**config.mk**
```make
export PLATFORM = sky130hd
export DESIGN_NAME = zone_black_density
export DESIGN_NICKNAME = d
export VERILOG_FILES = /design/src/rtl/core/zbd_pkg.sv /design/src/rtl/core/zone_black_density.sv
export SDC_FILE = /design/constraint.sdc
export NUM_CORES = 1
export LEC_CHECK = 0
export BUFFER_PORTS_ARGS = -buffer_cell sky130_fd_sc_hd__buf_2
export CAP_MARGIN = 20
export CORE_MARGIN = 1.5
export CORE_UTILIZATION = 60
export DETAILED_ROUTE_END_ITERATION = 8
export HOLD_SLACK_MARGIN = 0.05
export PLACE_DENSITY = 0.77
export SLEW_MARGIN = 20
export SYNTH_ARGS = -nofsm -noshare
export SYNTH_HDL_FRONTEND = slang
export SYNTH_SLANG_ARGS = --single-unit
```
**constraint.sdc**
```tcl
create_clock -name clk -period 24.7 [get_ports clk]
set_input_delay 7.41 -clock clk [delete_from_list [all_inputs] [get_ports clk]]
set_output_delay 7.41 -clock clk [all_outputs]
set_load 0.01 [all_outputs]
```
**src/rtl/core/zbd_pkg.sv**
```systemverilog
package zbd_pkg;

  localparam int GRID_SIZE     = 10;
  localparam int MAX_DIMENSION = 4096;

  // Field widths fixed by the interface.
  localparam int CFG_W    = 13;
  localparam int COLOR_W  = 8;
  localparam int FIELD_W  = 4;
  localparam int DENS_W   = 16;
  localparam int FRAC_BITS = 15;
  localparam int DENSITY_ONE = 1 << FRAC_BITS;

  // Internal widths.
  localparam int DIM_W      = $clog2(MAX_DIMENSION + 1);
  localparam int POS_W      = $clog2(MAX_DIMENSION);
  localparam int ZONE_W     = $clog2(MAX_DIMENSION / GRID_SIZE + 1);
  localparam int GRID_IDX_W = $clog2(GRID_SIZE + 1);
  localparam int CNT_IDX_W  = $clog2(GRID_SIZE);
  localparam int AREA_W     = 2 * ZONE_W;
  localparam int COUNT_W    = AREA_W;
  localparam int REM_W      = AREA_W + 1;
  localparam int DIV_STEPS  = DENS_W;
  localparam int STEP_W     = $clog2(DIV_STEPS);

  // Division by the grid size as a multiply by a rounded-up reciprocal.
  localparam int RECIP_SHIFT = 24;
  localparam int RECIP       = ((1 << RECIP_SHIFT) + GRID_SIZE - 1) / GRID_SIZE;
  localparam int RECIP_W     = $clog2(RECIP + 1);
  localparam int PROD_W      = DIM_W + RECIP_W;

  localparam int DIM_RESET = 100;

  typedef enum logic [0:0] {
    REG_IMAGE_WIDTH  = 1'b0,
    REG_IMAGE_HEIGHT = 1'b1
  } cfg_reg_t;

  typedef struct packed {
    logic [COLOR_W-1:0] red;
    logic [COLOR_W-1:0] green;
    logic [COLOR_W-1:0] blue;
  } pixel_t;

  typedef struct packed {
    logic [FIELD_W-1:0] zone_column;
    logic [FIELD_W-1:0] zone_row;
    logic [DENS_W-1:0]  density;
    logic               last_of_band;
  } result_t;

endpackage

```
**src/rtl/core/zone_black_density.sv**
```systemverilog
// Channel   Direction  Handshake              Word
// in_       input      in_valid / in_stall    zbd_pkg::pixel_t, one RGB pixel in raster order
// out_      output     out_valid / out_stall  zbd_pkg::result_t, one zone density
// cfg_      input      cfg_we                 cfg_index selects image_width or image_height
//
// A pixel is taken every cycle while no band is being reported.
// At the last pixel of a zone band the block stops taking pixels and runs one shared
// restoring divider: per zone a load state, 16 divide steps and an output state that
// holds while out_stall is high; the next pixel is taken once all ten zones are out.
// Reset is synchronous and active low; it restores both dimensions to 100.
// A stalled result holds in the output register until the receiver takes it.
module zone_black_density (
  input  logic                        clk,
  input  logic                        rst_n,
  input  logic                        in_valid,
  output logic                        in_stall,
  input  zbd_pkg::pixel_t             in_data,
  output logic                        out_valid,
  input  logic                        out_stall,
  output zbd_pkg::result_t            out_data,
  input  logic                        cfg_we,
  input  zbd_pkg::cfg_reg_t           cfg_index,
  input  logic [zbd_pkg::CFG_W-1:0]   cfg_data
);

  typedef enum logic [3:0] {
    S_IDLE = 4'b0001,
    S_LOAD = 4'b0010,
    S_DIV  = 4'b0100,
    S_OUT  = 4'b1000
  } state_t;

  function automatic logic [zbd_pkg::DIM_W-1:0] clamp_dim(
    input logic [zbd_pkg::CFG_W-1:0] v
  );
    logic [zbd_pkg::DIM_W-1:0] res;
    if (v == '0) begin
      res = zbd_pkg::DIM_W'(1);
    end else if (int'(v) > zbd_pkg::MAX_DIMENSION) begin
      res = zbd_pkg::DIM_W'(zbd_pkg::MAX_DIMENSION);
    end else begin
      res = zbd_pkg::DIM_W'(v);
    end
    return res;
  endfunction

  function automatic logic [zbd_pkg::ZONE_W-1:0] div_grid(
    input logic [zbd_pkg::DIM_W-1:0] v
  );
    logic [zbd_pkg::PROD_W-1:0] prod;
    prod = zbd_pkg::PROD_W'(v) * zbd_pkg::PROD_W'(zbd_pkg::RECIP);
    return prod[zbd_pkg::RECIP_SHIFT +: zbd_pkg::ZONE_W];
  endfunction

  state_t                            state_r;
  logic [zbd_pkg::DIM_W-1:0]         w_r;
  logic [zbd_pkg::DIM_W-1:0]         h_r;
  logic [zbd_pkg::ZONE_W-1:0]        zw_r;
  logic [zbd_pkg::ZONE_W-1:0]        zh_r;
  logic [zbd_pkg::AREA_W-1:0]        area_r;
  logic [zbd_pkg::POS_W-1:0]         col_r;
  logic [zbd_pkg::POS_W-1:0]         row_r;
  logic [zbd_pkg::ZONE_W-1:0]        sub_col_r;
  logic [zbd_pkg::ZONE_W-1:0]        sub_row_r;
  logic [zbd_pkg::GRID_IDX_W-1:0]    zx_r;
  logic [zbd_pkg::GRID_IDX_W-1:0]    band_r;
  logic [zbd_pkg::COUNT_W-1:0]       counts_r [zbd_pkg::GRID_SIZE];
  logic [zbd_pkg::FIELD_W-1:0]       zone_r;
  logic [zbd_pkg::FIELD_W-1:0]       band_out_r;
  logic [zbd_pkg::STEP_W-1:0]        step_r;
  logic [zbd_pkg::REM_W-1:0]         rem_r;
  logic [zbd_pkg::DENS_W-1:0]        quo_r;
  zbd_pkg::result_t                  out_data_r;

  logic                              in_fire;
  logic                              black;
  logic                              col_last;
  logic                              row_last;
  logic                              sub_col_last;
  logic                              sub_row_last;
  logic                              in_rows;
  logic                              in_cols;
  logic                              emit;
  logic                              count_en;
  logic                              zone_last;
  logic                              ge;
  logic [zbd_pkg::REM_W-1:0]         diff;
  logic [zbd_pkg::REM_W-1:0]         rem_nxt;
  logic [zbd_pkg::DENS_W-1:0]        quo_nxt;

  assign in_stall  = (state_r != S_IDLE);
  assign in_fire   = in_valid && (state_r == S_IDLE);
  assign out_valid = (state_r == S_OUT);
  assign out_data  = out_data_r;

  assign black = (in_data.red == '0) && (in_data.green == '0) && (in_data.blue == '0);
  assign col_last     = (zbd_pkg::DIM_W'(col_r) == w_r - zbd_pkg::DIM_W'(1));
  assign row_last     = (zbd_pkg::DIM_W'(row_r) == h_r - zbd_pkg::DIM_W'(1));
  assign sub_col_last = (sub_col_r == zw_r - zbd_pkg::ZONE_W'(1));
  assign sub_row_last = (sub_row_r == zh_r - zbd_pkg::ZONE_W'(1));
  assign in_rows  = (zh_r != '0) && (band_r < zbd_pkg::GRID_IDX_W'(zbd_pkg::GRID_SIZE));
  assign in_cols  = (zw_r != '0) && (zx_r < zbd_pkg::GRID_IDX_W'(zbd_pkg::GRID_SIZE));
  assign emit     = in_rows && col_last && sub_row_last;
  assign count_en = in_fire && in_rows && in_cols && black;
  assign zone_last = (zone_r == zbd_pkg::FIELD_W'(zbd_pkg::GRID_SIZE - 1));

  // One restoring step: the quotient never exceeds one, so the count itself is the
  // starting remainder and sixteen steps give the Q1.15 result.
  assign ge      = (area_r != '0) && (rem_r >= zbd_pkg::REM_W'(area_r));
  assign diff    = ge ? (rem_r - zbd_pkg::REM_W'(area_r)) : rem_r;
  assign rem_nxt = {diff[zbd_pkg::REM_W-2:0], 1'b0};
  assign quo_nxt = {quo_r[zbd_pkg::DENS_W-2:0], ge};

  always_ff @(posedge clk) begin
    if (!rst_n) begin
      state_r    <= S_IDLE;
      w_r        <= clamp_dim(zbd_pkg::CFG_W'(zbd_pkg::DIM_RESET));
      h_r        <= clamp_dim(zbd_pkg::CFG_W'(zbd_pkg::DIM_RESET));
      zw_r       <= div_grid(clamp_dim(zbd_pkg::CFG_W'(zbd_pkg::DIM_RESET)));
      zh_r       <= div_grid(clamp_dim(zbd_pkg::CFG_W'(zbd_pkg::DIM_RESET)));
      col_r      <= '0;
      row_r      <= '0;
      sub_col_r  <= '0;
      sub_row_r  <= '0;
      zx_r       <= '0;
      band_r     <= '0;
      zone_r     <= '0;
      band_out_r <= '0;
      for (int i = 0; i < zbd_pkg::GRID_SIZE; i++) begin
        counts_r[i] <= '0;
      end
    end else if (cfg_we) begin
      unique case (cfg_index)
        zbd_pkg::REG_IMAGE_WIDTH: begin
          w_r  <= clamp_dim(cfg_data);
          zw_r <= div_grid(clamp_dim(cfg_data));
        end
        zbd_pkg::REG_IMAGE_HEIGHT: begin
          h_r  <= clamp_dim(cfg_data);
          zh_r <= div_grid(clamp_dim(cfg_data));
        end
        default: begin
          w_r <= w_r;
        end
      endcase
      // Any register write starts a new image.
      col_r     <= '0;
      row_r     <= '0;
      sub_col_r <= '0;
      sub_row_r <= '0;
      zx_r      <= '0;
      band_r    <= '0;
      for (int i = 0; i < zbd_pkg::GRID_SIZE; i++) begin
        counts_r[i] <= '0;
      end
    end else begin
      unique case (state_r)
        S_IDLE: begin
          if (in_fire) begin
            if (count_en) begin
              counts_r[zx_r[zbd_pkg::CNT_IDX_W-1:0]] <=
                counts_r[zx_r[zbd_pkg::CNT_IDX_W-1:0]] + zbd_pkg::COUNT_W'(1);
            end
            if (emit) begin
              state_r    <= S_LOAD;
              zone_r     <= '0;
              band_out_r <= zbd_pkg::FIELD_W'(band_r);
            end
            if (col_last) begin
              col_r     <= '0;
              sub_col_r <= '0;
              zx_r      <= '0;
              if (row_last) begin
                row_r     <= '0;
                sub_row_r <= '0;
                band_r    <= '0;
                // Without a band report pending, the image end drops the counts.
                if (!emit) begin
                  for (int i = 0; i < zbd_pkg::GRID_SIZE; i++) begin
                    counts_r[i] <= '0;
                  end
                end
              end else begin
                row_r <= row_r + zbd_pkg::POS_W'(1);
                if (band_r < zbd_pkg::GRID_IDX_W'(zbd_pkg::GRID_SIZE)) begin
                  if (sub_row_last) begin
                    sub_row_r <= '0;
                    band_r    <= band_r + zbd_pkg::GRID_IDX_W'(1);
                  end else begin
                    sub_row_r <= sub_row_r + zbd_pkg::ZONE_W'(1);
                  end
                end
              end
            end else begin
              col_r <= col_r + zbd_pkg::POS_W'(1);
              if (zx_r < zbd_pkg::GRID_IDX_W'(zbd_pkg::GRID_SIZE)) begin
                if (sub_col_last) begin
                  sub_col_r <= '0;
                  zx_r      <= zx_r + zbd_pkg::GRID_IDX_W'(1);
                end else begin
                  sub_col_r <= sub_col_r + zbd_pkg::ZONE_W'(1);
                end
              end
            end
          end
        end
        S_LOAD: begin
          // The counts shift down one zone per report, so the band ends cleared.
          for (int i = 0; i < zbd_pkg::GRID_SIZE - 1; i++) begin
            counts_r[i] <= counts_r[i+1];
          end
          counts_r[zbd_pkg::GRID_SIZE-1] <= '0;
          state_r <= S_DIV;
        end
        S_DIV: begin
          if (step_r == '0) begin
            state_r <= S_OUT;
          end
        end
        S_OUT: begin
          if (!out_stall) begin
            if (zone_last) begin
              state_r <= S_IDLE;
            end else begin
              zone_r  <= zone_r + zbd_pkg::FIELD_W'(1);
              state_r <= S_LOAD;
            end
          end
        end
        default: begin
          state_r <= S_IDLE;
        end
      endcase
    end
  end

  always_ff @(posedge clk) begin
    area_r <= zbd_pkg::AREA_W'(zw_r) * zbd_pkg::AREA_W'(zh_r);
    if (state_r == S_LOAD) begin
      rem_r  <= zbd_pkg::REM_W'(counts_r[0]);
      quo_r  <= '0;
      step_r <= zbd_pkg::STEP_W'(zbd_pkg::DIV_STEPS - 1);
    end else if (state_r == S_DIV) begin
      rem_r  <= rem_nxt;
      quo_r  <= quo_nxt;
      step_r <= step_r - zbd_pkg::STEP_W'(1);
      if (step_r == '0) begin
        out_data_r.zone_column  <= zone_r;
        out_data_r.zone_row     <= band_out_r;
        out_data_r.density      <= quo_nxt;
        out_data_r.last_of_band <= zone_last;
      end
    end
  end

endmodule

```
* Word-level counts from Yosys, hierarchy flattened
Memory sizes are Yosys's and may differ from the RTL's. A register that Yosys moved wholly into a read port is not among the register bits.
Index checks and enable logic that the tools add are counted.
** Operators by class
- Add/subtract/negate cells :: 14
- Multipliers :: 3
- Magnitude comparators :: 4
- Equal/unequal tests :: 25
- Muxes and demuxes :: 93
- Bitwise logic cells :: 64
- Reduce and logical (&&, ||, !) cells :: 39
** Operator list (number)
- $mux 18 :: 34
- $mux 13 :: 8
- $mux 4 :: 17
- $mul 13x20->32 const B :: 2
- $mux 9 :: 6
- $eq 4x4->1 const B :: 12
- $or 1x1->1 :: 30
- $eq 12x13->1 :: 2
- $sub 13x1->13 const B :: 2
- $add 12x1->12 const B :: 2
- $logic_not 8->1 :: 3
- $mux 12 :: 2
- $mux 1 :: 23
- $and 1x1->1 :: 20
- $ge 19x18->1 :: 1
- $add 18x1->18 const B :: 1
- $add 9x1->9 const B :: 2
- $eq 9x9->1 :: 2
- $mul 9x9->18 :: 1
- $reduce_bool 18->1 :: 1
- $reduce_bool 9->1 :: 2
- $reduce_or 18->1 :: 1
- $sub 18x18->18 :: 1
- $sub 9x1->9 const B :: 2
- other kinds (23) :: 65
** Storage, ports and cells
- Bits in registers :: 187
- Memory bits (writable) :: 180
- Input port bits :: 43
- Output and inout port bits :: 27
- Word-level logic and storage cells :: 265
- Memories kept :: 1
** Memory list
- counts_r :: depth 10, bits a word 18, rd ports 11, clocked after memory_dff 1, wr ports 10, line zone_black_density.sv:67 : logic [zbd_pkg::COUNT_W-1:0] counts_r [zbd_pkg::GRID_SIZE];

* Longest topological paths before layout
- Depth after elaboration :: 26
- Depth in mapped cells :: 23

* Least setup slack after synthesis
No wires, ideal clock.
- Kind :: input to register
- From :: input port cfg_data[12] (netlist bit)
- To :: register zh_r[7] (netlist bit)
- Library setup time :: 123 ps
- Arrival time :: 12690 ps
- Setup slack :: 11887 ps
- Stages on the path :: 22
- Buffers on the path :: 2
- Path through :: clkbuf_1 clkbuf_1 nor2b_1 ha_1 ha_1 inv_1 fa_1 inv_1 fa_1 inv_1 fa_1 inv_1 ha_1 a211oi_1 nor2_1 o31ai_1 a31o_2 nor3b_1 a211oi_1 o41ai_1 xor2_1 o21ai_0
** On the way
- Word-level cells in the longest chain between the ends :: 7
- Elaborated cells on any way between the ends :: 8
** RTL lines
- start, declared :: line zone_black_density.sv:23 : input logic [zbd_pkg::CFG_W-1:0] cfg_data
- $gt 13x13->1 :: line zone_black_density.sv:39 : end else if (int'(v) > zbd_pkg::MAX_DIMENSION) begin
- $mux 13 :: line zone_black_density.sv:39
- $mux 13 * :: line zone_black_density.sv:37 : if (v == '0) begin
- $mux 13 * :: line zone_black_density.sv:133 : unique case (cfg_index)
- $mux 13 * :: line zone_black_density.sv:132 : end else if (cfg_we) begin
- $mux 13 * :: line zone_black_density.sv:115 : if (!rst_n) begin
- $mul 13x20->32 * :: line zone_black_density.sv:51 : prod = zbd_pkg::PROD_W'(v) * zbd_pkg::PROD_W'(zbd_pkg::RECIP);
- end signal, assigned :: line zone_black_density.sv:120 : zh_r <= div_grid(clamp_dim(zbd_pkg::CFG_W'(zbd_pkg::DIM_RESET)));
- end signal, assigned :: line zone_black_density.sv:140 : zh_r <= div_grid(clamp_dim(cfg_data));
- end, declared :: line zone_black_density.sv:59 : logic [zbd_pkg::ZONE_W-1:0] zh_r;
Mark *: on every way between the ends. The rest lies on a longest branch, timed or not. The select of a mux whose other input is x is not followed.
A chain may end at the register's enable or synchronous reset.

* Worst setup path after layout
- From :: input port cfg_data[12] (netlist bit)
- To :: register zw_r[8] (netlist bit)
** On the way
- Word-level cells in the longest chain between the ends :: 7
- Elaborated cells on any way between the ends :: 8
** RTL lines
- $gt 13x13->1 :: line zone_black_density.sv:39
- $mux 13 :: line zone_black_density.sv:39
- $mux 13 * :: line zone_black_density.sv:37
- $mux 13 * :: line zone_black_density.sv:133
- $mux 13 * :: line zone_black_density.sv:132
- $mux 13 * :: line zone_black_density.sv:115
- $mul 13x20->32 * :: line zone_black_density.sv:51
- end signal, assigned :: line zone_black_density.sv:119 : zw_r <= div_grid(clamp_dim(zbd_pkg::CFG_W'(zbd_pkg::DIM_RESET)));
- end signal, assigned :: line zone_black_density.sv:136 : zw_r <= div_grid(clamp_dim(cfg_data));
- end, declared :: line zone_black_density.sv:58 : logic [zbd_pkg::ZONE_W-1:0] zw_r;
Marked as above.

==> metrics.txt <==
hold buffer count at cts 0; Max Slew Vio Count 0; Syn Area/Cell 10.96 µm²; Routed WL per cell 20.37 µm; Post-DP HPWL 47,440 µm; DIE AREA 48,990 µm²; post-CTS setup buffers 0; Main synth FF type edfxtp_1; final setup vio count 0; wirelength, routed 67,950 µm; Cells after Synth 2,610; register area share after synthesis 45.11%; Synth area leader edfxtp_1; Peak VDD IR 72.39 µV; Fillers 3,432; Clk pin slew, worst setup/hold paths 0.06 ns; Root Driver clkbuf_16; crit path max fanout 18; critical path start-end classification input port to flip-flop; post-route setup slack 11.86 ns; Rows 79; Slew HR 26.54%; grt ovf 0; initial antenna violation count 0; Leak Pwr 12.56 nW; final hold violations 0; drt first pass iters 6; initial DRC count 2,085; fin crit period 12.84 ns; total number of vias 20,205; Hold WC Path Type flip-flop to flip-flop; most frequent cells after synthesis 351 x nand2_1, 331 x edfxtp_1, 231 x inv_1; Net count, final 2,987; pwr/cell area 70.12 nW/µm²; RR Startpoint w_r[0]; H-tree levels 2; setup slack, reg-to-reg 19.30 ns; Clock Latency Late Sink 0.63 ns; crit share post-route 52.00%; Post-Synthesis Cell Area 28,600 µm²; post-route setup TNS 0 ns; hold_sp band_out_r[3]; Final ANT Viol Nets 0; RSZ-0062 raised after global routing no; Hold WS 0.4353 ns; Area contributors post-synth edfxtp_1 35%, dfxtp_1 10%, fa_1 7.3%; Synthesis Warnings 0; Antenna diodes 0; first-pass GRT wire length 110,200 µm; Worst Path Required 25.21 ns; max frequency 77.86 MHz; hold path depth 0; CTS Buf Count 51; DRC 0; count of cell types in the netlist 82; Least-Margin Pin Slew 1.102 ns; count leader, synth nand2_1; PortBufs 69; Synth top area share 34.75%; vias in the first global route 20,763; critical path launch point type input port; clk sink count 479; synthesis-to-layout area growth 9.331%; Initial Utilization 61.17%; Async SR Flop Fraction 0%; Clock Skew 0.05349 ns; CTS tree built; routability cong. 0.9136; PostCTS Resize Cnt 0; largest net degree at the start of global routing 106; worst hold endpoint out_data[20]; die width 221.3 µm; FF+latch count, synth 479; CP Capture Type flip-flop; Critical R2R Capture counts_r[5][0]; WP data arrival 13.35 ns; dpl ws 11.29 ns; share of cells above drive strength 1 12.50%; total power 2.193 mW; max-cap violation count 0; FF-to-FF path depth 11; Max Buffers Root-to-Sink 3; Post-synth EDFFs 331; Via-to-Cell Ratio 6.057; outcome finished clean; Die Y 221.3 µm; I/O pin total 70; Core Region 46,750 µm²; gr usage total 28.43%
-- power breakdown --
part	internal (mW)	leakage, nW	switching (mW)
clock	0.437	0.807	0.322
sequential	0.898	4.67	0.0450
combinational	0.208	7.08	0.283
total	1.54	12.6	0.650
-- state kept, by name (all words and copies together) (netlist names), 12 cells and up, named ones only --
name      cells
rem_r        19
quo_r        15
w_r          13
row_r        12
area_r       18
col_r        12
h_r          13
counts_r    288
out_data     25
-- worst max-delay path, cell delays in order --
cell and delay (ns):
buf_2 0.20, nor2b_1 0.76, ha_1 0.33, fa_1 0.45, fa_1 0.52, fa_1 0.55, inv_1 0.08, fa_1 0.53
inv_1 0.04, ha_1 0.29, nand4_1 0.18, nor2_1 0.22, nand3_1 0.11, a31o_2 0.25, nor3b_1 0.16, a211oi_1 0.50
nor3_1 0.15, or3_1 0.42, a31oi_1 0.17
-- cells in the final DEF (no fill, tap or decap), types with 41 or more instances in the layout --
| cell type | instances |
|---|---|
| fa_1 | 104 |
| o21ai_0 | 174 |
| xor2_1 | 61 |
| and2_1 | 41 |
| conb_1 | 72 |
| clkbuf_16 | 52 |
| buf_2 | 69 |
| xnor2_1 | 68 |
| inv_1 | 231 |
| nand2_1 | 348 |
| edfxtp_1 | 331 |
| mux4_2 | 88 |
| dfxtp_1 | 145 |
| nor2_1 | 146 |
| a21oi_1 | 48 |
| nand3_1 | 54 |
| ha_1 | 154 |
-- per-layer routing --
| layer | GRT usage, % | up-vias | routed length (µm) |
|---|---|---|---|
| li1 | - | 9283 | - |
| met1 | 35.79 | 9969 | 26790 |
| met2 | 49.10 | 807 | 33810 |
| met3 | 5.218 | 146 | 4932 |
| met4 | 10.50 | 0 | 2414 |
| met5 | 0 | - | 0 |
-- how the worst max path moves through the flow --
| stage | slack [ns] | startpoint | endpoint |
|---|---|---|---|
| after floorplan | 11.89 | cfg_data[12] | zh_r[7] |
| after global placement | 11.40 | cfg_data[12] | zh_r[7] |
| after detailed placement | 11.29 | cfg_data[12] | zh_r[7] |
| after CTS | 11.89 | cfg_data[12] | zh_r[7] |
| after global routing | 11.42 | cfg_data[12] | zh_r[7] |
| final | 11.86 | cfg_data[12] | zw_r[8] |
-- logic make-up after synthesis --
family | count (synthesis) | share of synthesized area (%)
fa+ha+maj | 258 | 14.02
flops | 479 | 45.11
compound gates | 426 | 9.633
other cells | 1 | 0.01311
xor+xnor | 134 | 4.103
buf+inv | 368 | 5.175
simple gates | 825 | 13.92
mux | 119 | 8.023
-- final cells by class --
cell class,instances,area [µm²],area share [%]
Inverter,231,867.1,2.773
Clock buffer,68,1381,4.417
Multi-Input combinational cell,1834,14570,46.59
Tap cell,607,759.5,2.429
Timing Repair Buffer,89,503.0,1.609
Clock inverter,28,280.3,0.8963
Sequential cell,479,12910,41.28
-- per-stage QoR --
stage	cells	area, µm²	util [%]
after CTS	3334	31200	66.73
after floorplan	2681	28870	-
after global placement	3238	29530	63.17
final	3336	31270	66.88
after global routing	3336	31270	66.88
after detailed placement	3238	29540	63.17
Note: power is estimated with default switching activity, not from simulation.
